File: src/lav_pkg.sv
// lav_pkg: widths, payload structs and shared rounding helpers for the
// look-at view matrix unit; no dependencies
package lav_pkg;

  localparam int FRAC_BITS = 16;
  localparam int WORD_W    = 32;
  // normalizer input width: holds target minus eye
  localparam int NV_W      = 35;
  // magnitude width after leading-one alignment into [2^30, 2^31)
  localparam int MAG_W     = 31;
  // unit vector components and cross products, with headroom
  localparam int UNIT_W    = FRAC_BITS + 3;
  // quotient bits of the normalizer divide
  localparam int QW        = FRAC_BITS + 2;
  localparam int SQ_STEPS  = 32;
  localparam int ACC_W     = 64;
  localparam int NORM_LAT  = SQ_STEPS + QW + 8;
  localparam int LAT       = 2 * NORM_LAT + 7;
  localparam int PROD_A    = 2 * UNIT_W + 1;
  localparam int PROD_B    = UNIT_W + WORD_W + 2;
  localparam int RND_W     = (PROD_A > PROD_B) ? PROD_A : PROD_B;

  typedef logic signed [WORD_W-1:0] word_t;
  typedef logic signed [NV_W-1:0]   nv_t;
  typedef logic signed [UNIT_W-1:0] unit_t;
  typedef word_t [2:0] wvec_t;
  typedef nv_t   [2:0] nvec_t;
  typedef unit_t [2:0] uvec_t;

  typedef struct packed {
    word_t eye_x;
    word_t eye_y;
    word_t eye_z;
    word_t target_x;
    word_t target_y;
    word_t target_z;
    word_t upref_x;
    word_t upref_y;
    word_t upref_z;
  } in_item_t;

  typedef struct packed {
    word_t side_x;
    word_t side_y;
    word_t side_z;
    word_t trueup_x;
    word_t trueup_y;
    word_t trueup_z;
    word_t back_x;
    word_t back_y;
    word_t back_z;
    word_t shift_x;
    word_t shift_y;
    word_t shift_z;
  } out_item_t;

  typedef struct packed {
    wvec_t eye;
    nvec_t dir;
    nvec_t upr;
  } mid_t;

  localparam logic signed [RND_W-1:0] W_MAX =
    $signed((RND_W'(1) << (WORD_W - 1)) - RND_W'(1));
  localparam logic signed [RND_W-1:0] W_MIN = -W_MAX - RND_W'(1);

  // shift right by FRAC_BITS, rounding half away from zero
  function automatic logic signed [RND_W-1:0] rnd_shr(input logic signed [RND_W-1:0] x);
    logic [RND_W-1:0] m;
    logic [RND_W-1:0] r;
    m = x[RND_W-1] ? (~x + 1'b1) : x;
    r = (m + (RND_W'(1) << (FRAC_BITS - 1))) >> FRAC_BITS;
    return x[RND_W-1] ? $signed(~r + 1'b1) : $signed(r);
  endfunction

  function automatic word_t sat_word(input logic signed [RND_W-1:0] x);
    word_t w;
    if (x > W_MAX) begin
      w = W_MAX[WORD_W-1:0];
    end else if (x < W_MIN) begin
      w = W_MIN[WORD_W-1:0];
    end else begin
      w = x[WORD_W-1:0];
    end
    return w;
  endfunction

endpackage

File: src/lav_front.sv
// lav_front: input register stage, forms the view direction and widens the
// up vector for the normalizers; uses lav_pkg
module lav_front (
  input  logic              clk,
  input  logic              rst_n,
  input  logic              in_push,
  output logic              in_full,
  input  lav_pkg::in_item_t in_item,
  output logic              mid_push,
  output lav_pkg::mid_t     mid_item,
  input  logic              mid_full
);
  import lav_pkg::*;

  logic  vld_r, vld_nxt;
  mid_t  item_r;
  logic  accept;

  assign in_full  = vld_r && mid_full;
  assign accept   = in_push && !in_full;
  assign mid_push = vld_r && !mid_full;
  assign mid_item = item_r;

  always_comb begin
    vld_nxt = vld_r;
    if (accept) begin
      vld_nxt = 1'b1;
    end else if (mid_push) begin
      vld_nxt = 1'b0;
    end
  end

  always_ff @(posedge clk) begin
    if (!rst_n) begin
      vld_r <= 1'b0;
    end else begin
      vld_r <= vld_nxt;
    end
  end

  always_ff @(posedge clk) begin
    if (accept) begin
      item_r.eye[0] <= in_item.eye_x;
      item_r.eye[1] <= in_item.eye_y;
      item_r.eye[2] <= in_item.eye_z;
      item_r.dir[0] <= NV_W'(in_item.target_x) - NV_W'(in_item.eye_x);
      item_r.dir[1] <= NV_W'(in_item.target_y) - NV_W'(in_item.eye_y);
      item_r.dir[2] <= NV_W'(in_item.target_z) - NV_W'(in_item.eye_z);
      item_r.upr[0] <= NV_W'(in_item.upref_x);
      item_r.upr[1] <= NV_W'(in_item.upref_y);
      item_r.upr[2] <= NV_W'(in_item.upref_z);
    end
  end

endmodule

File: config.mk
export PLATFORM = sky130hd
export DESIGN_NAME = lav_front
export DESIGN_NICKNAME = d
export VERILOG_FILES = /design/src/lav_pkg.sv /design/src/lav_front.sv
export SDC_FILE = /design/constraint.sdc
export NUM_CORES = 1
export LEC_CHECK = 0
export BUFFER_PORTS_ARGS = -buffer_cell sky130_fd_sc_hd__clkbuf_2
export CORE_AREA = 2 2 231 233
export CTS_BUF_LIST = sky130_fd_sc_hd__clkbuf_16
export DETAILED_ROUTE_END_ITERATION = 6
export DIE_AREA = 0 0 233 235
export MAX_ROUTING_LAYER = met4
export SLEW_MARGIN = 10
export SYNTH_ARGS = -nofsm -noshare
export SYNTH_HDL_FRONTEND = slang
export SYNTH_SLANG_ARGS = --single-unit
File: constraint.sdc
create_clock -name clk -period 14.4 [get_ports clk]
set_input_delay 0.72 -clock clk [delete_from_list [all_inputs] [get_ports clk]]
set_output_delay 0.72 -clock clk [all_outputs]
set_load 0.01 [all_outputs]
Word level (Yosys, flattened, before mapping) --
Cells that the tools add are included.
Operators by class: $add $sub $neg 3, muxes and demuxes 2, reduce and logical (&&, ||, !) cells 6
Operators by type and width (number):
- $sub A32 B32 Y33 | 3
- $logic_and A1 B1 Y1 | 3
- $logic_not A1 Y1 | 2
- $mux W1 | 2
- $reduce_bool A2 Y1 | 1
Word-level totals: bits in registers 298, input bits 292, output and inout port bits 308, logic and storage cells 21

Longest topological paths before layout --
Gate-level depths: netlist (run 1).
depth in word-level cells 4, depth in mapped cells 13, mapped depth without buffers 12

Worst setup path after synthesis (run 1) --
No wires, ideal clock.
kind input to register, start in mid_full, end reg item_r (netlist bit mid_item[0]) (enable), library setup time 0.981 ns, arrival time 13.706 ns, data required time 13.419 ns, setup slack -0.287 ns, stages 2, path buffers 0, path through and2_1 > nor2b_1
Between the ends: cells in the longest elaborated chain, start to end 3
RTL lines:
- from (decl) | line lav_front.sv:11 | input logic mid_full
- $logic_and A1 B1 Y1 | line lav_front.sv:19 | assign in_full = vld_r && mid_full;
- $logic_not A1 Y1 | line lav_front.sv:20 | assign accept = in_push && !in_full;
- $logic_and A1 B1 Y1 | line lav_front.sv:20
- net accept | line lav_front.sv:17 | logic accept;
- to (decl) | line lav_front.sv:16 | mid_t item_r;
The timed path passes the listed nets, and every way through them passes these cells. A chain may end at the register's enable or synchronous reset.

Worst setup path in the final report (run 1) --
start in in_item[128] (netlist name), end reg item_r (netlist bit mid_item[170]), data pin
Between the ends: cells in the longest elaborated chain, start to end 1
RTL lines:
- from (decl) | line lav_front.sv:8 | input lav_pkg::in_item_t in_item,
- $sub A32 B32 Y33 | line lav_front.sv:47 | item_r.dir[1] <= NV_W'(in_item.target_y) - NV_W'(in_item.eye_y);
No other way between the ends.

==> results.yml, run 1 <==
outcome:
  outcome: "complete, no violations"
power:
  irDropWorstVdd_mv: 0.08191
  p_leak_nw: 8.682
  power_density_nw_per_um2: 120.5
drt:
  avgRoutedWirePerCell_um: 17.71
  ant_nets: 0
  drt_iter0_drc: 563
  vias_per_cell: 4.546
  drt-total-wl_um: 42880
  vias: 11006
  firstDrtPassIters: 5
  drcViolationCount: 0
timing:
  hold-worst-slack_ps: 354.8
  finalSetupViolCount: 0
  fmax_ghz: 0.2820
  tns_ps: 0
  tightest_slew_ps: 1041
  setup_ws_ps: 10850
  slew_violations: 0
  skew_ps: 16.05
  rsz0062_at_grt: "false"
  period_share_pct: 24.62
  finalHoldViolations: 0
  slew_headroom_pct: 30.57
  period_minus_slack_ps: 3546
worst_setup_path:
  required_ps: 14670
  critPathLaunch: "in_item[128]"
  rr_worst_depth: 4
  crit_type: "input port to flop"
  end_kind: "flop"
  crit_end: "mid_item[170]"
  r2r_end: "mid_item[279]"
  r2r_start: "vld_r"
  crit_arrival_ps: 3810
  rrSetupSlack_ps: 11730
  start_kind: "input port"
  crit_fanout: 3
synth:
  ys_warn_count: 0
  synth.distinct_cells: 73
  synth_edf_count: 291
  netlist_area_sq_um: 14180
  ys_seq_elements: 292
  synth_fp_nets: 1490
  avgSynthCellArea_sq_um: 12.90
  async_flop_share_pct: 0
  ys.flop_type: "edfxtp_1"
  synthCells: 1099
  ys_seq_area_share_pct: 61.77
placed_design:
  pre_cts_slack_ps: 10430
  dp_hpwl_um: 34470
  port_buffers: 599
  dp.cells: 2355
  gp_congestion: 0.8562
floorplanning:
  core_area_sq_um: 52240
  die-area_sq_um: 54760
  row_count: 84
  pin_count: 600
  initial_core_util_pct: 27.15
  die_h_um: 235
  die_w_um: 233
min_path:
  hold_path.class: "input port to flop"
global_route:
  grt_pass1_vias: 11214
  grt_pass1_wl_um: 63260
  gr-total-overflow: 0
  grtUsageTotal_pct: 15.48
  grt_max_degree: 161
  antenna_found_initial: 5
finish:
  final_util_pct: 36.20
  instances_no_fill: 2421
  drive_gt1_share_pct: 39.29
  syn2layout_area_growth_pct: 33.34
  fin_nets: 2095
cts:
  cts_max_path_buffers: 3
  clk_pin_slew_ps: 60
  worstSkewPairLatency_ps: 540
  htree_levels: 2
  post_cts_resized: 0
  cts_setup_buffers: 0
  cts-root-buf: "clkbuf_16"
  cts_sinks: 292
  cts_made_buffers: 35
  cts_tree: "done"
  hold_buffers: 0
flow_run:
  max-cap-violations: 0
[placed cells by master (no fill, tap or decap), drive strengths merged, types with 7 or more instances in the layout]
master	instances
a21o	42
a21oi	76
a31o	7
a31oi	10
and2	8
and3	9
clkbuf	634
clkinv	15
edfxtp	291
ha	96
inv	134
nand2	43
nand2b	8
nand3	27
nand4	10
nor2	56
nor2b	18
nor3	15
o21a	13
o21ai	40
or2	9
xnor2	50
xor2	25
[cell families (layout without fill, tap and decap cells)]
logic type,Yosys count,count (layout),share of synthesized area (%)
AO/OA/AOI/OAI,250,250,11.85
XOR/XNOR,75,75,4.632
adder cells (fa/ha/maj),99,99,8.894
buffers and inverters,158,787,4.615
flip-flops,292,292,61.77
multiplexers,3,3,0.2206
other,0,5,0
AND/OR/NAND/NOR,222,222,8.021
[worst min path at each step]
stage	to	cells after the start	slack, ps	startpoint
floorplan	vld_r	2	650	vld_r
global placement	vld_r	2	710	vld_r
detailed placement	vld_r	2	720	vld_r
CTS	mid_item[59]	1	300	in_item[56]
global route	mid_item[83]	1	320	in_item[13]
finish	mid_item[45]	1	350	in_item[42]
[per-layer routing]
layer,wire (um),up-vias,GRT usage (%),part of all wire [%]
li1,-,5268,-,-
met1,16330,5228,16.68,38
met2,21120,438,26.20,49
met3,4218,72,5.740,9.8
met4,1213,0,5.018,2.8
met5,0,-,-,0
[synth_stat cells, types with 8 or more instances]
cell type  instances  area, sq um
o21a_1            11        82.58
o21ai_0           35        175.2
a21oi_1           76        380.4
nor2_1            56        210.2
nor2b_1           17        106.4
nand3_1           27        135.1
a31oi_1           10        62.56
nand2_1           43        161.4
and2_1             8        50.05
nand2b_1           8        50.05
clkbuf_1          14        52.55
xor2_1            25        219.0
buf_4             15        112.6
and3_1             9        56.30
nor3_1            15        75.07
nand4_1           10        62.56
or2_2              8        50.05
ha_1              96         1201
inv_1            124        465.5
edfxtp_1         291         8738
a21o_1            42        315.3
xnor2_1           50        437.9
[power breakdown]
| part | total (W) | internal (W) | switching, W | leakage [nW] |
|---|---|---|---|---|
| registers | 0.00105 | 0.00103 | 0.0000212 | 2.82 |
| clock network | 0.000796 | 0.000443 | 0.000353 | 0.517 |
| logic | 0.000431 | 0.000178 | 0.000254 | 5.34 |
[cell type report]
| type | count | area [sq um] |
|---|---|---|
| diodes | 5 | 12.51 |
| clock buffers | 35 | 875.8 |
| clock inverters | 26 | 127.6 |
| fillers | 5159 | 33330 |
| inverters | 124 | 465.4 |
| multi-input cells | 649 | 4775 |
| flip-flops and latches | 292 | 8758 |
| well taps | 688 | 860.8 |
| repair buffers | 602 | 3033 |
[through the flow]
step,power (W),instance area [sq um]
finish,0.002279,18910
global route,0.002391,18910
CTS,0.002315,18900
detailed placement,0.001504,17890
global placement,0.001497,17890
floorplan,0.001330,14180
[sequential cells by signal (all words and copies together) (netlist names)]
signal	cells
mid_item	291
vld_r	1
[worst max-delay path, stage by stage]
cell	delay (ps)
clkbuf_2	70
inv_1	30
ha_1	210
fa_1	400
nor2b_1	120
o21ai_1	110
a21boi_1	200
o21ai_0	170
a211o_1	380
a2111oi_0	880
o21ai_0	260
nand3_1	140
o311ai_1	100
Power figures use the tool's default switching activity.
==> run 2, diff against run 1 <==
--- a/config.mk
+++ b/config.mk
@@ -5,11 +5,12 @@
 export SDC_FILE = /design/constraint.sdc
 export NUM_CORES = 1
 export LEC_CHECK = 0
+export ABC_AREA = 1
 export BUFFER_PORTS_ARGS = -buffer_cell sky130_fd_sc_hd__clkbuf_2
-export CORE_AREA = 2 2 231 233
+export CORE_AREA = 2 2 232 234
 export CTS_BUF_LIST = sky130_fd_sc_hd__clkbuf_16
 export DETAILED_ROUTE_END_ITERATION = 6
-export DIE_AREA = 0 0 233 235
+export DIE_AREA = 0 0 234 236
 export MAX_ROUTING_LAYER = met4
 export SLEW_MARGIN = 10
 export SYNTH_ARGS = -nofsm -noshare
==> constraint.sdc (replaced) <==
create_clock -name clk -period 3.7 [get_ports clk]
set_input_delay 0.185 -clock clk [delete_from_list [all_inputs] [get_ports clk]]
set_output_delay 0.185 -clock clk [all_outputs]
set_load 0.01 [all_outputs]
==> results.yml, run 2 <==
worst_setup_path:
  crit_family: "buffers and inverters"
  end_kind: "flop"
  critPathSlowestCell: "dlygate4sd3_1"
  required_ps: 4000
  cp_num_buf_inv: 3
  rrSetupSlack_ps: 1790
  crit_type: "input port to flop"
  r2r_end: "mid_item[216]"
  crit_path_max_incr_delay_ps: 540
  crit_path_frequent_cell: "nand2_1"
  r2r_start: "vld_r"
  crit_fanout: 3
  rr_worst_depth: 4
  crit_chain: "dlygate4sd3_1 -> clkbuf_2 -> ha_1 -> fa_1 -> inv_1 -> nand2_1 -> nand2_1 -> nand3_1 -> nand2_2 -> nand2_1 -> nand2_2 -> nand2_1 -> nand3_1 -> nand2_1"
  crit_arrival_ps: 2420
  start_kind: "input port"
floorplanning:
  die_h_um: 236
  initial_core_util_pct: 31.32
  row_count: 85
  die_w_um: 234
  core_area_sq_um: 53070
  pin_count: 600
  die-area_sq_um: 55220
timing:
  slew_headroom_pct: 40.54
  setup_ws_ps: 1574
  rsz0062_at_grt: "false"
  fmax_ghz: 0.4705
  finalSetupViolCount: 0
  finalHoldViolations: 0
  slew_violations: 0
  tightest_slew_ps: 891.9
  period_share_pct: 57.45
  hold-worst-slack_ps: 95.59
  period_minus_slack_ps: 2126
  skew_ps: 13.34
synth:
  ys_warn_count: 0
  yosysMostFrequentCell: "nand2_1"
  netlist_area_sq_um: 16620
  ys_seq_elements: 292
  synth.distinct_cells: 23
  synth_edf_count: 291
  synthTopCellsByCount: "747 x nand2_1, 478 x inv_1, 291 x edfxtp_1"
  avgSynthCellArea_sq_um: 8.361
  ys.flop_type: "edfxtp_1"
  synth_top_cells_by_area: "edfxtp_1 53%, nand2_1 17%, inv_1 11%"
  async_flop_share_pct: 0
  synth_area_leader_cell: "edfxtp_1"
  synthCells: 1988
  ys_seq_area_share_pct: 52.69
  synth.top_cell.area_share_pct: 52.57
  synth_fp_nets: 2379
power:
  combinationalPowerShare_pct: 21.8
  p_int_w: 0.006884
  irDropWorstVdd_mv: 0.2764
  pwr-share-clk_pct: 36.3
  power_density_nw_per_um2: 413.9
  p_leak_nw: 12.83
  seqPwrFrac_pct: 41.9
  p_sw_w: 0.002872
  swShare_pct: 29.44
placed_design:
  placed_area_sq_um: 20440
  port_buffers: 599
  pre_cts_slack_ps: 1613
  gp_congestion: 0.9422
  dp_hpwl_um: 44360
outcome:
  outcome: "complete, no violations"
drt:
  vias: 15290
  avgRoutedWirePerCell_um: 15.75
  ant_nets: 0
  drcViolationCount: 0
  drt_iter0_drc: 864
  firstDrtPassIters: 5
  vias_per_cell: 4.320
  drt-total-wl_um: 55740
finish:
  design_area_sq_um: 23570
  drive_gt1_share_pct: 24.09
  fin_nets: 3199
  largest_reg_flops: 291
  final_common_cell: "nand2_1"
  layout_common_cells: "746 x nand2_1, 599 x clkbuf_2, 484 x inv_1, 291 x edfxtp_1, 194 x dlygate4sd3_1"
  syn2layout_area_growth_pct: 41.81
flow_run:
  max-cap-violations: 0
global_route:
  antenna_found_initial: 8
  gr-total-overflow: 0
  grt_pass1_wl_um: 84020
  grtUsageTotal_pct: 20.30
  grt_pass1_vias: 15589
  grt_max_degree: 130
min_path:
  hold_path.class: "input port to flop"
  min-delay-start: "in_item[96]"
  hold_path_depth: 4
  hold-path-endpoint: "mid_item[175]"
cts:
  cts_made_buffers: 37
  cts-root-buf: "clkbuf_16"
  cts_sinks: 292
  cts_setup_buffers: 0
  cts_tree: "done"
  clk_pin_slew_ps: 50
  cts_max_path_buffers: 3
  worstSkewPairLatency_ps: 540
  htree_levels: 2
run 2: changes by cell type after synthesis, sizes merged, moves of 40 or more:
cell / before / now
xnor2: 50 / 7
nand3: 27 / 71
nor2: 56 / 127
nand2: 43 / 764
o21ai: 40 / 0
inv: 124 / 478
run 2: worst max-delay path by stage:
stage	startpoint	end	cells after the start
floorplan	vld_r	mid_item[0]	3
global placement	in_item[128]	mid_item[173]	14
detailed placement	in_item[128]	mid_item[160]	14
CTS	in_item[224]	mid_item[173]	14
global route	in_item[224]	mid_item[173]	14
finish	in_item[224]	mid_item[173]	14
run 2: kinds of logic after synthesis:
kind of cell               after synthesis  share of synthesized area, %
AOI/OAI and AO/OA                       68                         2.175
and+or+nand+nor                        990                         23.66
buffers and inverters                  494                         11.52
DFF                                    292                         52.69
adders and majority gates               99                         7.588
xor gates and xnor gates                45                         2.371
run 2: power groups by stage:
stage	registers [W]	clock network, W	logic, W
floorplan	0.00430	0	0.000999
finish	0.00409	0.00354	0.00212
global route	0.00412	0.00378	0.00237
CTS	0.00409	0.00366	0.00213
detailed placement	0.00416	0	0.00196
global placement	0.00416	0	0.00194
run 2: layer usage:
| metal | up-vias | part of all wire, % | GRT usage, % |
|---|---|---|---|
| li1 | 7757 | - | - |
| met4 | 0 | 3.2 | 6.885 |
| met3 | 101 | 7.3 | 5.174 |
| met1 | 6916 | 41 | 23.47 |
| met2 | 516 | 48 | 34.07 |
| met5 | - | 0 | - |
run 2: layout make-up:
| type | count | area, sq um |
|---|---|---|
| diodes | 8 | 20.02 |
| repair buffers | 797 | 4995 |
| flip-flops and latches | 292 | 8760 |
| clock inverters | 27 | 196.4 |
| inverters | 478 | 1794 |
| fillers | 5280 | 29500 |
| clock buffers | 39 | 975.9 |
| well taps | 696 | 870.8 |
| multi-input cells | 1202 | 5959 |
run 2: what timing repair did:
action | in CTS | in global routing
hold buffers | 194 | 0
hold endpoints to repair | 193 | 0
gates resized for setup | 0 | 0
run 2: worst min-delay path, cell delays in order:
cell and delay, ps:
clkbuf_2 80, inv_1 50, ha_1 130, inv_1 40
run 2: metrics by stage:
step | instances | power, W | utilization, % | TNS (ps)
final | 3539 | 0.009756 | 44.42 | 0
after global routing | 3539 | 0.01027 | 44.42 | 0
after CTS | 3531 | 0.009884 | 44.38 | 0
after detailed placement | 3271 | 0.006114 | 38.51 | 0
after global placement | 3271 | 0.006099 | 38.51 | 0
after floorplan | 1988 | 0.005302 | - | -420220
