File: src/lav_pkg.sv
// lav_pkg: widths, payload structs and shared rounding helpers for the
// look-at view matrix unit; no dependencies
package lav_pkg;

  localparam int FRAC_BITS = 16;
  localparam int WORD_W    = 32;
  // normalizer input width: holds target minus eye
  localparam int NV_W      = 35;
  // magnitude width after leading-one alignment into [2^30, 2^31)
  localparam int MAG_W     = 31;
  // unit vector components and cross products, with headroom
  localparam int UNIT_W    = FRAC_BITS + 3;
  // quotient bits of the normalizer divide
  localparam int QW        = FRAC_BITS + 2;
  localparam int SQ_STEPS  = 32;
  localparam int ACC_W     = 64;
  localparam int NORM_LAT  = SQ_STEPS + QW + 8;
  localparam int LAT       = 2 * NORM_LAT + 7;
  localparam int PROD_A    = 2 * UNIT_W + 1;
  localparam int PROD_B    = UNIT_W + WORD_W + 2;
  localparam int RND_W     = (PROD_A > PROD_B) ? PROD_A : PROD_B;

  typedef logic signed [WORD_W-1:0] word_t;
  typedef logic signed [NV_W-1:0]   nv_t;
  typedef logic signed [UNIT_W-1:0] unit_t;
  typedef word_t [2:0] wvec_t;
  typedef nv_t   [2:0] nvec_t;
  typedef unit_t [2:0] uvec_t;

  typedef struct packed {
    word_t eye_x;
    word_t eye_y;
    word_t eye_z;
    word_t target_x;
    word_t target_y;
    word_t target_z;
    word_t upref_x;
    word_t upref_y;
    word_t upref_z;
  } in_item_t;

  typedef struct packed {
    word_t side_x;
    word_t side_y;
    word_t side_z;
    word_t trueup_x;
    word_t trueup_y;
    word_t trueup_z;
    word_t back_x;
    word_t back_y;
    word_t back_z;
    word_t shift_x;
    word_t shift_y;
    word_t shift_z;
  } out_item_t;

  typedef struct packed {
    wvec_t eye;
    nvec_t dir;
    nvec_t upr;
  } mid_t;

  localparam logic signed [RND_W-1:0] W_MAX =
    $signed((RND_W'(1) << (WORD_W - 1)) - RND_W'(1));
  localparam logic signed [RND_W-1:0] W_MIN = -W_MAX - RND_W'(1);

  // shift right by FRAC_BITS, rounding half away from zero
  function automatic logic signed [RND_W-1:0] rnd_shr(input logic signed [RND_W-1:0] x);
    logic [RND_W-1:0] m;
    logic [RND_W-1:0] r;
    m = x[RND_W-1] ? (~x + 1'b1) : x;
    r = (m + (RND_W'(1) << (FRAC_BITS - 1))) >> FRAC_BITS;
    return x[RND_W-1] ? $signed(~r + 1'b1) : $signed(r);
  endfunction

  function automatic word_t sat_word(input logic signed [RND_W-1:0] x);
    word_t w;
    if (x > W_MAX) begin
      w = W_MAX[WORD_W-1:0];
    end else if (x < W_MIN) begin
      w = W_MIN[WORD_W-1:0];
    end else begin
      w = x[WORD_W-1:0];
    end
    return w;
  endfunction

endpackage

File: src/lav_fifo.sv
// lav_fifo: two-entry queue between the front and the back pipeline;
// uses lav_pkg
module lav_fifo (
  input  logic          clk,
  input  logic          rst_n,
  input  logic          push,
  input  lav_pkg::mid_t wr_item,
  output logic          full,
  input  logic          pop,
  output lav_pkg::mid_t rd_item,
  output logic          empty
);
  import lav_pkg::*;

  mid_t       mem_r [2];
  logic       wp_r, rp_r;
  logic [1:0] cnt_r, cnt_nxt;

  assign full    = (cnt_r == 2'd2);
  assign empty   = (cnt_r == 2'd0);
  assign rd_item = mem_r[rp_r];

  always_comb begin
    cnt_nxt = cnt_r;
    if (push && !pop) begin
      cnt_nxt = cnt_r + 2'd1;
    end else if (pop && !push) begin
      cnt_nxt = cnt_r - 2'd1;
    end
  end

  always_ff @(posedge clk) begin
    if (!rst_n) begin
      wp_r  <= 1'b0;
      rp_r  <= 1'b0;
      cnt_r <= 2'd0;
    end else begin
      cnt_r <= cnt_nxt;
      if (push) wp_r <= ~wp_r;
      if (pop)  rp_r <= ~rp_r;
    end
  end

  always_ff @(posedge clk) begin
    if (push) begin
      mem_r[wp_r] <= wr_item;
    end
  end

endmodule

File: config.mk
export PLATFORM = sky130hd
export DESIGN_NAME = lav_fifo
export DESIGN_NICKNAME = d
export VERILOG_FILES = /design/src/lav_pkg.sv /design/src/lav_fifo.sv
export SDC_FILE = /design/constraint.sdc
export NUM_CORES = 1
export LEC_CHECK = 0
export BUFFER_PORTS_ARGS = -buffer_cell sky130_fd_sc_hd__buf_4
export CAP_MARGIN = 20
export CORE_MARGIN = 5
export CORE_UTILIZATION = 45
export CTS_BUF_LIST = sky130_fd_sc_hd__clkbuf_8
export CTS_CLUSTER_SIZE = 40
export DETAILED_ROUTE_END_ITERATION = 7
export PLACE_DENSITY = 0.73
export SKIP_LAST_GASP = 1
export SLEW_MARGIN = 40
export SYNTH_ARGS = -nofsm -noshare
export SYNTH_HDL_FRONTEND = slang
export SYNTH_SLANG_ARGS = --single-unit
File: constraint.sdc
create_clock -name clk -period 14.2 [get_ports clk]
set_input_delay 0.71 -clock clk [delete_from_list [all_inputs] [get_ports clk]]
set_output_delay 0.71 -clock clk [all_outputs]
set_load 0.01 [all_outputs]
# Word level (Yosys, flattened, before mapping)

Memory sizes are Yosys's and may differ from the RTL's. A register that Yosys moved wholly into a read port is not among the register bits.
Cells that the tools add are included.

Register bits after elaboration: 4
Memory bits (writable): 612
Bits of input ports: 310
Output and inout port bits: 308
Logic and storage cells: 21
Memories kept: 1

Memories:

| name  | words | width | read ports | clocked after Yosys merged registers in | wr ports | line           | text |
|---|---|---|---|---|---|---|---|
| mem_r | 2     | 306   | 1          | 1                                       | 1        | lav_fifo.sv:15 | `mid_t mem_r [2];` |

$add $sub $neg: 2
Equality and inequality tests: 1
Multiplexer cells: 6
Bitwise operators: 2
Reduce and logical (&&, ||, !) cells: 6

Operator list:

| kind                  | number |
|---|---|
| $mux W1               | 4 |
| $mux W2               | 2 |
| $add A2 B1 Y2 const B | 1 |
| $eq A2 B2 Y1 const B  | 1 |
| $logic_and A1 B1 Y1   | 2 |
| $logic_not A1 Y1      | 2 |
| $logic_not A2 Y1      | 1 |
| $not A1 Y1            | 2 |
| $reduce_bool A2 Y1    | 1 |
| $sub A2 B1 Y2 const B | 1 |

# Logic depth before layout (Yosys ltp)

Gate-level depths: netlist (run 1).

Word-level depth: 4
Depth in mapped cells: 5
Mapped depth without buffers: 5

# Least setup slack after synthesis (run 1)

OpenSTA, ideal clock, no wires.

Path kind: input-to-reg
Start: in push
End: reg wp_r
Setup time: 121 ps
Arrival time: 14,868 ps
Data required time: 14,079 ps
Slack: -789 ps
Stages on the path: 2
Path buffers: 0
Path through: nor2b_1 > o21a_1

RTL lines:

| item                 | line           | text |
|---|---|---|
| start, declared      | lav_fifo.sv:6  | `input logic push,` |
| end signal, assigned | lav_fifo.sv:39 | `if (push) wp_r <= ~wp_r;` |
| end, declared        | lav_fifo.sv:16 | `logic wp_r, rp_r;` |

==> results by group, run 1 <==
Outcome
  – Status: finished, final reports clean

Timing
  – Rel. slew slack: 0.427
  – Unrepaired setup endpoints after global routing: no
  – Fin. Hold Viols: 0
  – Fin. max-slew vios: 0
  – Fin crit share: 0.345
  – Setup_tns: 0 ns
  – Clock skew: 0.0257 ns
  – Actual slew at the worst max-slew pin: approximately 0.86 ns
  – FMAX: 0.204 GHz
  – Crit path time final: slightly below 5 ns
  – Final number of setup-violating endpoints: 0

Global route
  – Vias in the first global route: 12.7k
  – GRT Util Overall: 0.186
  – Global route overflow: 0
  – Largest net degree at the start of global routing: 74
  – Initial antenna violation count: 6
  – First-pass GRT wire length: just under 80000 microns

Worst setup path
  – Worst path most repeated cell: buf_4
  – Crit path kind: register to output port
  – Worst EP arrival: approximately 4.2 ns
  – CP delay by family, top: buffers and inverters
  – CP endpoint kind: output port
  – R2R cell count: 3
  – CP startpoint kind: register
  – Crit-path max FO: 44
  – Worst path buffer plus inverter count: 4
  – Required @ worst endpoint: 13.49 ns
  – Levels on crit path: 5
  – Worst path cell trace: buf_4, buf_4, buf_4, mux2_4, buf_4
  – Max incr delay on CP: between 0.7 and 0.8 ns
  – CP max-delay cell: buf_4

Cells and area
  – Fillcell total: 3796
  – Finished Core Util: 0.593
  – Nets@finish: between 1.5k and 2k
  – Post-route cell area: 30400 sq um
  – Share of layout cells above drive strength 1: 0.603
  – Layout area overhead: 30.7%

Logic synthesis
  – Avg Cell Area, Syn: 23.9 sq um
  – Cells after Synth: about 970
  – Yosys top cell area share: 0.789
  – Synthesized Nets: 1285
  – Syn. warnings: 0
  – Post-synthesis cell type count: 17
  – Sequential area share after synthesis: 0.794
  – Synthesized area: 23300 sq um
  – Top post-synthesis cells by area: edfxtp_1 79%, mux2_4 15%, mux2_2 3.2%
  – Seq cells post-synth: ~620
  – Cell taking the most area after synthesis: edfxtp_1

Pwr
  – Pwr dens: ~130 nW/um^2
  – Leakage: 12.0 nW
  – Sequential Power Share: 0.527
  – Comb pwr share: 0.135
  – Maximum vdd drop: slightly below 0.0001 V
  – Switch Pwr: 0.000935 W
  – Clock share of power: 0.337
  – Int Pwr: 0.00311 W
  – Net Sw Frac: 0.231

Placement
  – Hpwl dp: around 39000 microns
  – Placer congestion estimate: 0.798
  – Port bufs: 617
  – Post-place instance area: about 29000 sq um

Floorplanning
  – Die height: 237 microns
  – IO Pins: 618
  – Initial core utilization: 0.454
  – Core footprint: 51300 sq um
  – # rows: just over 80
  – Die area: between 50000 and 60000 sq um
  – Die Width: 237 microns

Clock tree
  – CTS H-tree depth: 3
  – Post-CTS Setup Bufs: 0
  – Clk buf depth: 3
  – Clock Sinks: 617
  – CTS tree: done
  – Worst-path clk slew: 0.06 ns
  – Post_cts resized: 0
  – Root Driver: clkbuf_8
  – Clock latency on the worst-skew pair: 0.67 ns
  – Inserted Clock Buffers: 100
  – Hold_buf cts: 0

Routing
  – DRC: 0
  – Met2 routed wirelength: 29200 microns
  – Detail Route Antenna Nets: 0
  – Via/cell ratio: 4.83
  – Max Used Layer: met5
  – Drt wl/cell: 22.3 microns
  – WL met1: ~19000 microns
  – TritonRoute pass-1 iters: 4
  – Detailed Route WL: 54500 microns
  – WL met3: 4390 microns
  – Initial DRC Count: 630
  – Routed vias: 11.8k

Worst hold path
  – Hold Crit Class: input port to register
  – Worst hold stages: 1

Job
  – Max Cap Viol: 0
final cells by class:
type	count	area, sq um	area share
Antenna cell	7	17.5	0.000576
Clock buffer	102	1400	0.0461
Clock inverter	81	390	0.0128
Inverter	1	3.75	0.000123
Multi-Input combinational cell	322	4470	0.147
Sequential cell	617	18500	0.607
Tap cell	680	851	0.0280
Timing Repair Buffer	633	4820	0.158
power by group through the flow:
stage                     clock [W]  sequential (W)  combinational [W]
after global placement            0         0.00217           0.000539
after CTS                   0.00142         0.00214           0.000555
final                       0.00137         0.00214           0.000547
after global routing        0.00151         0.00214           0.000576
after detailed placement          0         0.00217           0.000554
after floorplan                   0         0.00219           0.000287
synth_stat cells:
cell,number
xor2_1,2
nor2_1,1
buf_2,6
a21boi_0,1
dfxtp_1,5
xnor2_1,1
o21ai_0,1
buf_6,28
and2_1,4
o21a_1,1
edfxtp_1,612
ha_1,1
mux2_2,66
or3_1,1
inv_1,1
mux2_4,240
nor2b_1,3
worst paths after layout:
check,start,to,slack (ns)
max,register,rd_item[189],9.30
min,wr_item[111],mem_r[1][111],0.22
max reg2reg,wp_r,mem_r[1][99],11.50
min reg2reg,cnt_r[1],cnt_r[1],0.53
registers in the layout (all words and copies together) (netlist names), named ones only:
| name | cells |
|---|---|
| mem_r | 612 |
| cnt_r | 2 |
| rp_r | 1 |
| wp_r | 1 |
layer usage:
| metal | up-vias | track usage |
|---|---|---|
| met5 | - | 0 |
| met2 | 456 | 0.330 |
| met4 | 2 | 0.0705 |
| li1 | 5322 | - |
| met1 | 5938 | 0.209 |
| met3 | 91 | 0.0638 |
cell usage in the layout, fill, tap and decap left out, types with 6 or more instances in the layout:
master      netlist  final
mux2_4          240    240
buf_4             0    620
buf_6            28     10
edfxtp_1        612    612
clkbuf_8          0    102
inv_1             1     35
clkinvlp_4        0      6
diode_2           0      7
mux2_2           66     66
clkinv_1          0     33
through the flow:
step	worst slack, ns	instances	hold slack [ns]	total power (W)
2_1_floorplan	5.07	974	0.473	0.00247
4_1_cts	9.21	2436	0.119	0.00411
3_5_place_dp	9.99	2253	0.519	0.00273
6_report	9.30	2443	0.221	0.00405
3_3_place_gp	9.67	2250	0.489	0.00271
5_1_grt	9.11	2440	0.153	0.00423
logic make-up after synthesis:
family	Yosys count	synth area share
simple gates	9	0.00231
flops	617	0.794
buf+inv	35	0.0150
xor+xnor	3	0.00113
mux	306	0.187
fa+ha+maj	1	0.000537
compound gates	3	0.000860
Power figures use the tool's default switching activity.
==> run 2: changes to the inputs <==
--- a/config.mk
+++ b/config.mk
@@ -12,7 +12,7 @@
 export CTS_BUF_LIST = sky130_fd_sc_hd__clkbuf_8
 export CTS_CLUSTER_SIZE = 40
 export DETAILED_ROUTE_END_ITERATION = 7
-export PLACE_DENSITY = 0.73
+export PLACE_DENSITY = 0.7
 export SKIP_LAST_GASP = 1
 export SLEW_MARGIN = 40
 export SYNTH_ARGS = -nofsm -noshare
==> constraint.sdc (replaced) <==
create_clock -name clk -period 4.67 [get_ports clk]
set_input_delay 0.2335 -clock clk [delete_from_list [all_inputs] [get_ports clk]]
set_output_delay 0.2335 -clock clk [all_outputs]
set_load 0.01 [all_outputs]
==> run 2 against run 1 <==
Combinational power rose to 3.5 times the previous value. Routed wire length is 7.5% higher. Count of clock-buffer cells in the layout increased by 1. Register-to-register slack worse by 8.7 ns. Largest power group unchanged. Critical path type unchanged. Critical endpoint is now rd_item[300]. Cell count up 13%. Clock skew fell by 0.0079 ns. Sequential cell count is the same. Global-route usage is 1.4 points higher. Via count rose by 12%. Core utilization increased by 6.2 points. Highest routed layer is now met4. Clock power rose to 3.0 times the previous value.
==> results by group, run 2 (synthesis gave the netlist of run 1 again) <==
Cells and area
  – Most common cell after layout, fill and taps aside: buf_4 (unchanged)
  – Share of layout cells above drive strength 1: 0.515 (was 0.603)
  – Layout area overhead: 44.3% (was 30.7%)
  – Max reg flops: 612 (unchanged)
  – Fillcell total: 3341 (was 3796)
  – Largest register by flop count: mem_r (unchanged)
  – Commonest non-fill, non-tap cells in the layout: 625 x buf_4, 612 x edfxtp_1, 310 x dlygate4sd3_1 (was 620 x buf_4, 612 x edfxtp_1, 240 x mux2_4)
  – Finished Core Util: 0.655 (was 0.593)
  – Nets@finish: 2297 (was 1986)
  – Biggest regs: mem_r x612, cnt_r x2 (unchanged)

Global route
  – GRT Util Overall: 0.200 (was 0.186)
  – Initial antenna violation count: 11 (was 6)
  – First-pass GRT wire length: 86400 microns (was 79100 microns)
  – Largest net degree at the start of global routing: 113 (was 74)
  – Vias in the first global route: 14.5k (was 12.7k)
  – Global route overflow: 0 (unchanged)

Timing
  – Final worst slack: 1.81 ns (was 9.30 ns)
  – Crit path time final: between 2 and 3 ns
  – Unrepaired setup endpoints after global routing: no (unchanged)
  – Clock skew: 0.0178 ns (was 0.0257 ns)
  – Fin. max-slew vios: 0 (unchanged)
  – Setup_tns: 0 ns (unchanged)
  – Actual slew at the worst max-slew pin: 0.760 ns (was 0.859 ns)
  – Fin crit share: 0.613
  – FMAX: 0.349 GHz
  – Min Hold Slack: 0.287 ns (was 0.221 ns)
  – Fin. Hold Viols: 0 (unchanged)
  – Rel. slew slack: 0.494 (was 0.427)
  – Final number of setup-violating endpoints: 0 (unchanged)

Pwr
  – Comb pwr share: 0.154 (was 0.135)
  – Leakage: 13.3 nW (was 12.0 nW)
  – Maximum vdd drop: 0.000307 V (was 0.0000979 V)
  – Int Pwr: 0.00960 W (was 0.00311 W)
  – Switch Pwr: 0.00292 W (was 0.000935 W)
  – Sequential Power Share: 0.519 (was 0.527)
  – Clock share of power: 0.328 (was 0.337)
  – Pwr dens: 373 nW/um^2 (was 133 nW/um^2)
  – Net Sw Frac: 0.234 (was 0.231)

Worst setup path
  – Worst EP arrival: 2.63 ns (was 4.19 ns)
  – CP endpoint kind: output port (unchanged)
  – CP startpoint kind: register (unchanged)
  – Reg-to-reg endpoint: mem_r[1][257] (was mem_r[1][99])
  – Worst path most repeated cell: buf_4 (unchanged)
  – R2R cell count: 2 (was 3)
  – Max incr delay on CP: 0.68 ns (was 0.79 ns)
  – Required @ worst endpoint: 4.44 ns (was 13.49 ns)
  – Crit-path max FO: 27 (was 44)
  – Crit path kind: register to output port (unchanged)
  – Reg-to-Reg Start: wp_r (unchanged)
  – R2r setup slk: 2.81 ns (was 11.50 ns)
  – CP delay by family, top: buffers and inverters (unchanged)
  – Worst path cell trace: buf_12, buf_4, mux2_2, buf_4 (was buf_4, buf_4, buf_4, mux2_4, buf_4)
  – CP max-delay cell: dfxtp_4 (was buf_4)
  – Worst path buffer plus inverter count: 3 (was 4)

Routing
  – Routed vias: 13.2k (was 11.8k)
  – Via/cell ratio: 4.78 (was 4.83)
  – Drt wl/cell: 21.3 microns (was 22.3 microns)
  – TritonRoute pass-1 iters: 5 (was 4)
  – Detail Route Antenna Nets: 0 (unchanged)
  – Initial DRC Count: 682 (was 630)
  – DRC: 0 (unchanged)
  – Detailed Route WL: 58600 microns (was 54500 microns)

Floorplanning
  – Die area: 56400 sq um (unchanged)
  – # rows: 83 (unchanged)
  – Core footprint: 51300 sq um (unchanged)
  – IO Pins: 618 (unchanged)
  – Initial core utilization: 0.454 (unchanged)
  – Die Width: 237 microns (unchanged)
  – Die height: 237 microns (unchanged)

Clock tree
  – Root Driver: clkbuf_8 (unchanged)
  – Post-CTS Setup Bufs: 0 (unchanged)
  – Inserted Clock Buffers: 99 (was 100)
  – Clock Sinks: 617 (unchanged)
  – Hold_buf cts: 310 (was 0)
  – CTS tree: done (unchanged)
  – Clk buf depth: 3 (unchanged)
  – Post_cts resized: 0 (unchanged)
  – Worst-path clk slew: 0.06 ns (about the same)
  – CTS H-tree depth: 3 (unchanged)
  – Clock latency on the worst-skew pair: 0.66 ns (was 0.67 ns)

Placement
  – Hpwl dp: 38000 microns (was 38800 microns)
  – DP Worst Slack: 2.44 ns (was 9.99 ns)
  – Placer congestion estimate: 0.779 (was 0.798)
  – Port bufs: 617 (unchanged)

Worst hold path
  – Hold Crit Class: input port to register (unchanged)
  – Worst hold stages: 2 (was 1)
  – Hold wc startpoint: wr_item[131] (was wr_item[111])
  – Hold Path End: mem_r[0][131] (was mem_r[1][111])

Job
  – Max Cap Viol: 0 (unchanged)

Outcome
  – Status: finished, final reports clean (unchanged)
## run 2: cell count changes in the layout (fill, tap and decap cells not counted), moves of 2 or more
cell	delta
inv_1	+7
buf_4	+5
buf_6	-10
dlygate4sd3_1	+310
buf_12	+7
clkinv_2	+2
diode_2	+7
buf_16	+2
clkinv_1	-15
clkinvlp_4	-3
buf_8	-2
## run 2: routing by layer
metal  track usage  vias to the layer above  wire length, microns  share of wire
li1              -                     5941                     -              -
met4        0.0866                        0                  2430          0.041
met1         0.222                     6542                 20800           0.35
met3        0.0633                      137                  4340          0.074
met5             0                        -                     0              0
met2         0.356                      553                 31000           0.53
## run 2: worst max-delay path by stage
stage	startpoint	end	cells past startpoint
2_1_floorplan	wp_r	mem_r[0][0]	1
3_3_place_gp	register	rd_item[5]	3
3_5_place_dp	register	rd_item[298]	4
4_1_cts	register	rd_item[298]	4
5_1_grt	register	rd_item[298]	4
6_report	register	rd_item[300]	4
## run 2: power by group through the flow
stage | sequential (W) | clock (W) | combinational, W
CTS | 0.00649 | 0.00421 | 0.00193
detailed placement | 0.00661 | 0 | 0.00170
finish | 0.00649 | 0.00410 | 0.00192
floorplan | 0.00661 | 0 | 0.000875
global placement | 0.00660 | 0 | 0.00165
global route | 0.00652 | 0.00453 | 0.00202
## run 2: final cells by class
class	count	area (sq um)	area share
sequential	617	18500	0.550
tap	680	851	0.0253
inverter	1	3.75	0.000112
timing repair buffer	945	8010	0.238
multi-input combinational	322	4470	0.133
clock inverter	72	327	0.00972
antenna	14	35.0	0.00104
clock buffer	103	1420	0.0422
## run 2: per-stage QoR
stage | power, W | area [sq um] | std cells
finish | 0.0125 | 33600 | 2754
global route | 0.0131 | 33600 | 2750
CTS | 0.0126 | 33600 | 2740
detailed placement | 0.00831 | 28700 | 2255
global placement | 0.00826 | 28600 | 2251
floorplan | 0.00749 | 23300 | 974
==> run 3: changes to the inputs <==
--- a/config.mk
+++ b/config.mk
@@ -12,7 +12,7 @@
 export CTS_BUF_LIST = sky130_fd_sc_hd__clkbuf_8
 export CTS_CLUSTER_SIZE = 40
 export DETAILED_ROUTE_END_ITERATION = 7
-export PLACE_DENSITY = 0.7
+export PLACE_DENSITY = 0.73
 export SKIP_LAST_GASP = 1
 export SLEW_MARGIN = 40
 export SYNTH_ARGS = -nofsm -noshare
==> constraint.sdc (replaced) <==
create_clock -name clk -period 2.4 [get_ports clk]
set_input_delay 0.12 -clock clk [delete_from_list [all_inputs] [get_ports clk]]
set_output_delay 0.12 -clock clk [all_outputs]
set_load 0.01 [all_outputs]
==> run 3 against run 2 <==
Die area unchanged. Largest cell class unchanged. Sequential power up 94%. Largest power group unchanged. Global-route usage increased by 0.64 points.
==> results by group, run 3 (synthesis gave the netlist of run 1 again) <==
Timing
  – Final worst slack: 0.130 ns (was 1.81 ns)
  – Final number of setup-violating endpoints: 0 (unchanged)
  – Actual slew at the worst max-slew pin: 0.544 ns (was 0.760 ns)
  – Fin crit share: 0.946
  – Fin. max-slew vios: 0 (unchanged)
  – Unrepaired setup endpoints after global routing: no (unchanged)
  – Clock skew: 0.0162 ns (was 0.0178 ns)
  – Rel. slew slack: 0.637 (was 0.494)
  – Setup_tns: 0 ns (unchanged)
  – Min Hold Slack: 0.182 ns (was 0.287 ns)
  – Crit path time final: 2.27 ns
  – Fin. Hold Viols: 0 (unchanged)
  – FMAX: 0.440 GHz

Placement
  – Placer congestion estimate: 0.819 (was 0.779)
  – DP Worst Slack: 0.701 ns (was 2.44 ns)
  – Post-place instance area: 29000 sq um (was 28700 sq um)
  – Port bufs: 617 (unchanged)
  – Hpwl dp: 39900 microns (was 38000 microns)

Routing
  – DRC: 0 (unchanged)
  – Initial DRC Count: 738 (was 682)
  – Drt wl/cell: 21.8 microns (was 21.3 microns)
  – Routed vias: 13.4k (was 13.2k)
  – Detailed Route WL: 60500 microns (was 58600 microns)
  – Via/cell ratio: 4.81 (was 4.78)
  – TritonRoute pass-1 iters: 5 (unchanged)
  – Detail Route Antenna Nets: 0 (unchanged)

Pwr
  – Clock share of power: 0.331 (was 0.328)
  – Maximum vdd drop: 0.000645 V (was 0.000307 V)
  – Net Sw Frac: 0.236 (was 0.234)
  – Comb pwr share: 0.156 (was 0.154)
  – Leakage: 13.5 nW (was 13.3 nW)
  – Pwr dens: 726 nW/um^2 (was 373 nW/um^2)
  – Sequential Power Share: 0.513 (was 0.519)
  – Int Pwr: 0.0188 W (was 0.00960 W)
  – Switch Pwr: 0.00581 W (was 0.00292 W)

Cells and area
  – Multi-input combinational cell area: 4470 sq um (unchanged)
  – Biggest regs: mem_r x612, cnt_r x2 (unchanged)
  – Largest register by flop count: mem_r (unchanged)
  – Share of layout cells above drive strength 1: 0.524 (was 0.515)
  – Register area: 18500 sq um (unchanged)
  – Nets@finish: 2327 (was 2297)
  – Layout area overhead: 45.6% (was 44.3%)
  – Commonest non-fill, non-tap cells in the layout: 650 x buf_4, 612 x edfxtp_1, 310 x dlygate4sd3_1 (was 625 x buf_4, 612 x edfxtp_1, 310 x dlygate4sd3_1)
  – Fillcell total: 3273 (was 3341)
  – Max reg flops: 612 (unchanged)
  – Post-route cell area: 33900 sq um (was 33600 sq um)
  – Most common cell after layout, fill and taps aside: buf_4 (unchanged)

Clock tree
  – Clock latency on the worst-skew pair: 0.66 ns (about the same)
  – CTS tree: done (unchanged)
  – CTS H-tree depth: 3 (unchanged)
  – Root Driver: clkbuf_8 (unchanged)
  – Worst-path clk slew: 0.06 ns (about the same)
  – Inserted Clock Buffers: 97 (was 99)
  – Clock Sinks: 617 (unchanged)
  – Clk buf depth: 3 (unchanged)

Global route
  – Vias in the first global route: 14.8k (was 14.5k)
  – First-pass GRT wire length: 88500 microns (was 86400 microns)
  – GRT Util Overall: 0.207 (was 0.200)
  – Global route overflow: 0 (unchanged)
  – Largest net degree at the start of global routing: 86 (was 113)
  – Initial antenna violation count: 9 (was 11)

Floorplanning
  – Core footprint: 51300 sq um (unchanged)
  – # rows: 83 (unchanged)
  – Initial core utilization: 0.454 (unchanged)
  – Die area: 56400 sq um (unchanged)
  – Die height: 237 microns (unchanged)
  – IO Pins: 618 (unchanged)
  – Die Width: 237 microns (unchanged)

Job
  – Max Cap Viol: 0 (unchanged)

Worst setup path
  – CP endpoint kind: output port (unchanged)
  – R2R cell count: 3 (was 2)
  – Worst EP arrival: 2.15 ns (was 2.63 ns)
  – Worst path cell trace: buf_12, buf_12, mux2_4, buf_4 (was buf_12, buf_4, mux2_2, buf_4)
  – Reg-to-Reg Start: wp_r (unchanged)
  – Reg-to-reg endpoint: mem_r[0][137] (was mem_r[1][257])
  – Max incr delay on CP: 0.49 ns (was 0.68 ns)
  – CP delay by family, top: buffers and inverters (unchanged)
  – Required @ worst endpoint: 2.28 ns (was 4.44 ns)
  – CP max-delay cell: dfxtp_4 (unchanged)
  – Levels on crit path: 4 (unchanged)
  – Crit-path max FO: 24 (was 27)
  – Worst path buffer plus inverter count: 3 (unchanged)
  – Crit path kind: register to output port (unchanged)
  – Worst path most repeated cell: buf_12 (was buf_4)
  – CP startpoint kind: register (unchanged)
  – R2r setup slk: 0.81 ns (was 2.81 ns)

Worst hold path
  – Hold Path End: mem_r[1][119] (was mem_r[0][131])
  – Hold Crit Class: input port to register (unchanged)
  – Worst hold stages: 2 (unchanged)
  – Hold wc startpoint: wr_item[119] (was wr_item[131])

Outcome
  – Status: finished, final reports clean (unchanged)
[run 3: cell types whose count changed in the layout (fill, tap and decap cells not counted), moves of 2 or more]
cell | before | now
clkinv_1 | 18 | 24
buf_4 | 625 | 650
clkinv_2 | 7 | 12
bufinv_16 | 1 | 3
buf_12 | 8 | 15
clkbuf_8 | 103 | 98
diode_2 | 14 | 8
inv_1 | 42 | 34
[run 3: how the worst max path moves through the flow]
stage	start	to	slack, ns
global placement	register	rd_item[70]	0.72
floorplan	wp_r	mem_r[0][0]	-2.87
CTS	register	rd_item[221]	0.02
detailed placement	register	rd_item[221]	0.70
finish	register	rd_item[99]	0.13
global route	register	rd_item[193]	0.002
[run 3: what timing repair did]
item,in CTS,in global routing
setup endpoints to repair,190,1
setup buffers,1,0
hold endpoints to repair,634,0
pin swaps,0,0
hold buffers,310,0
gates resized for setup,0,1
[run 3: power groups by stage]
stage / Combinational (W) / Sequential [W] / Clock [W]
after floorplan: 0.00170 / 0.0129 / 0
after global placement: 0.00332 / 0.0128 / 0
after detailed placement: 0.00337 / 0.0129 / 0
after CTS: 0.00384 / 0.0126 / 0.00834
after global routing: 0.00403 / 0.0127 / 0.00892
final: 0.00384 / 0.0126 / 0.00815
[run 3: layout make-up]
class / instances / share of cell area
Clock inverter: 78 / 0.0122
Timing Repair Buffer: 977 / 0.245
Clock buffer: 98 / 0.0398
Antenna cell: 8 / 0.000590
Sequential cell: 617 / 0.545
Inverter: 1 / 0.000111
Tap cell: 680 / 0.0251
Multi-Input combinational cell: 322 / 0.132
[run 3: through the flow]
| stage | instances | power (W) | util |
|---|---|---|---|
| 2_1_floorplan | 974 | 0.0146 | - |
| 3_3_place_gp | 2286 | 0.0161 | 0.565 |
| 3_5_place_dp | 2286 | 0.0162 | 0.565 |
| 4_1_cts | 2773 | 0.0248 | 0.660 |
| 5_1_grt | 2780 | 0.0256 | 0.661 |
| 6_report | 2781 | 0.0246 | 0.661 |
[run 3: layer usage]
layer | GRT usage | vias up | part of all wire
met5 | 0 | - | 0.00045
met2 | 0.372 | 589 | 0.54
met4 | 0.0892 | 4 | 0.036
met1 | 0.227 | 6650 | 0.35
met3 | 0.0633 | 124 | 0.082
li1 | - | 6008 | -
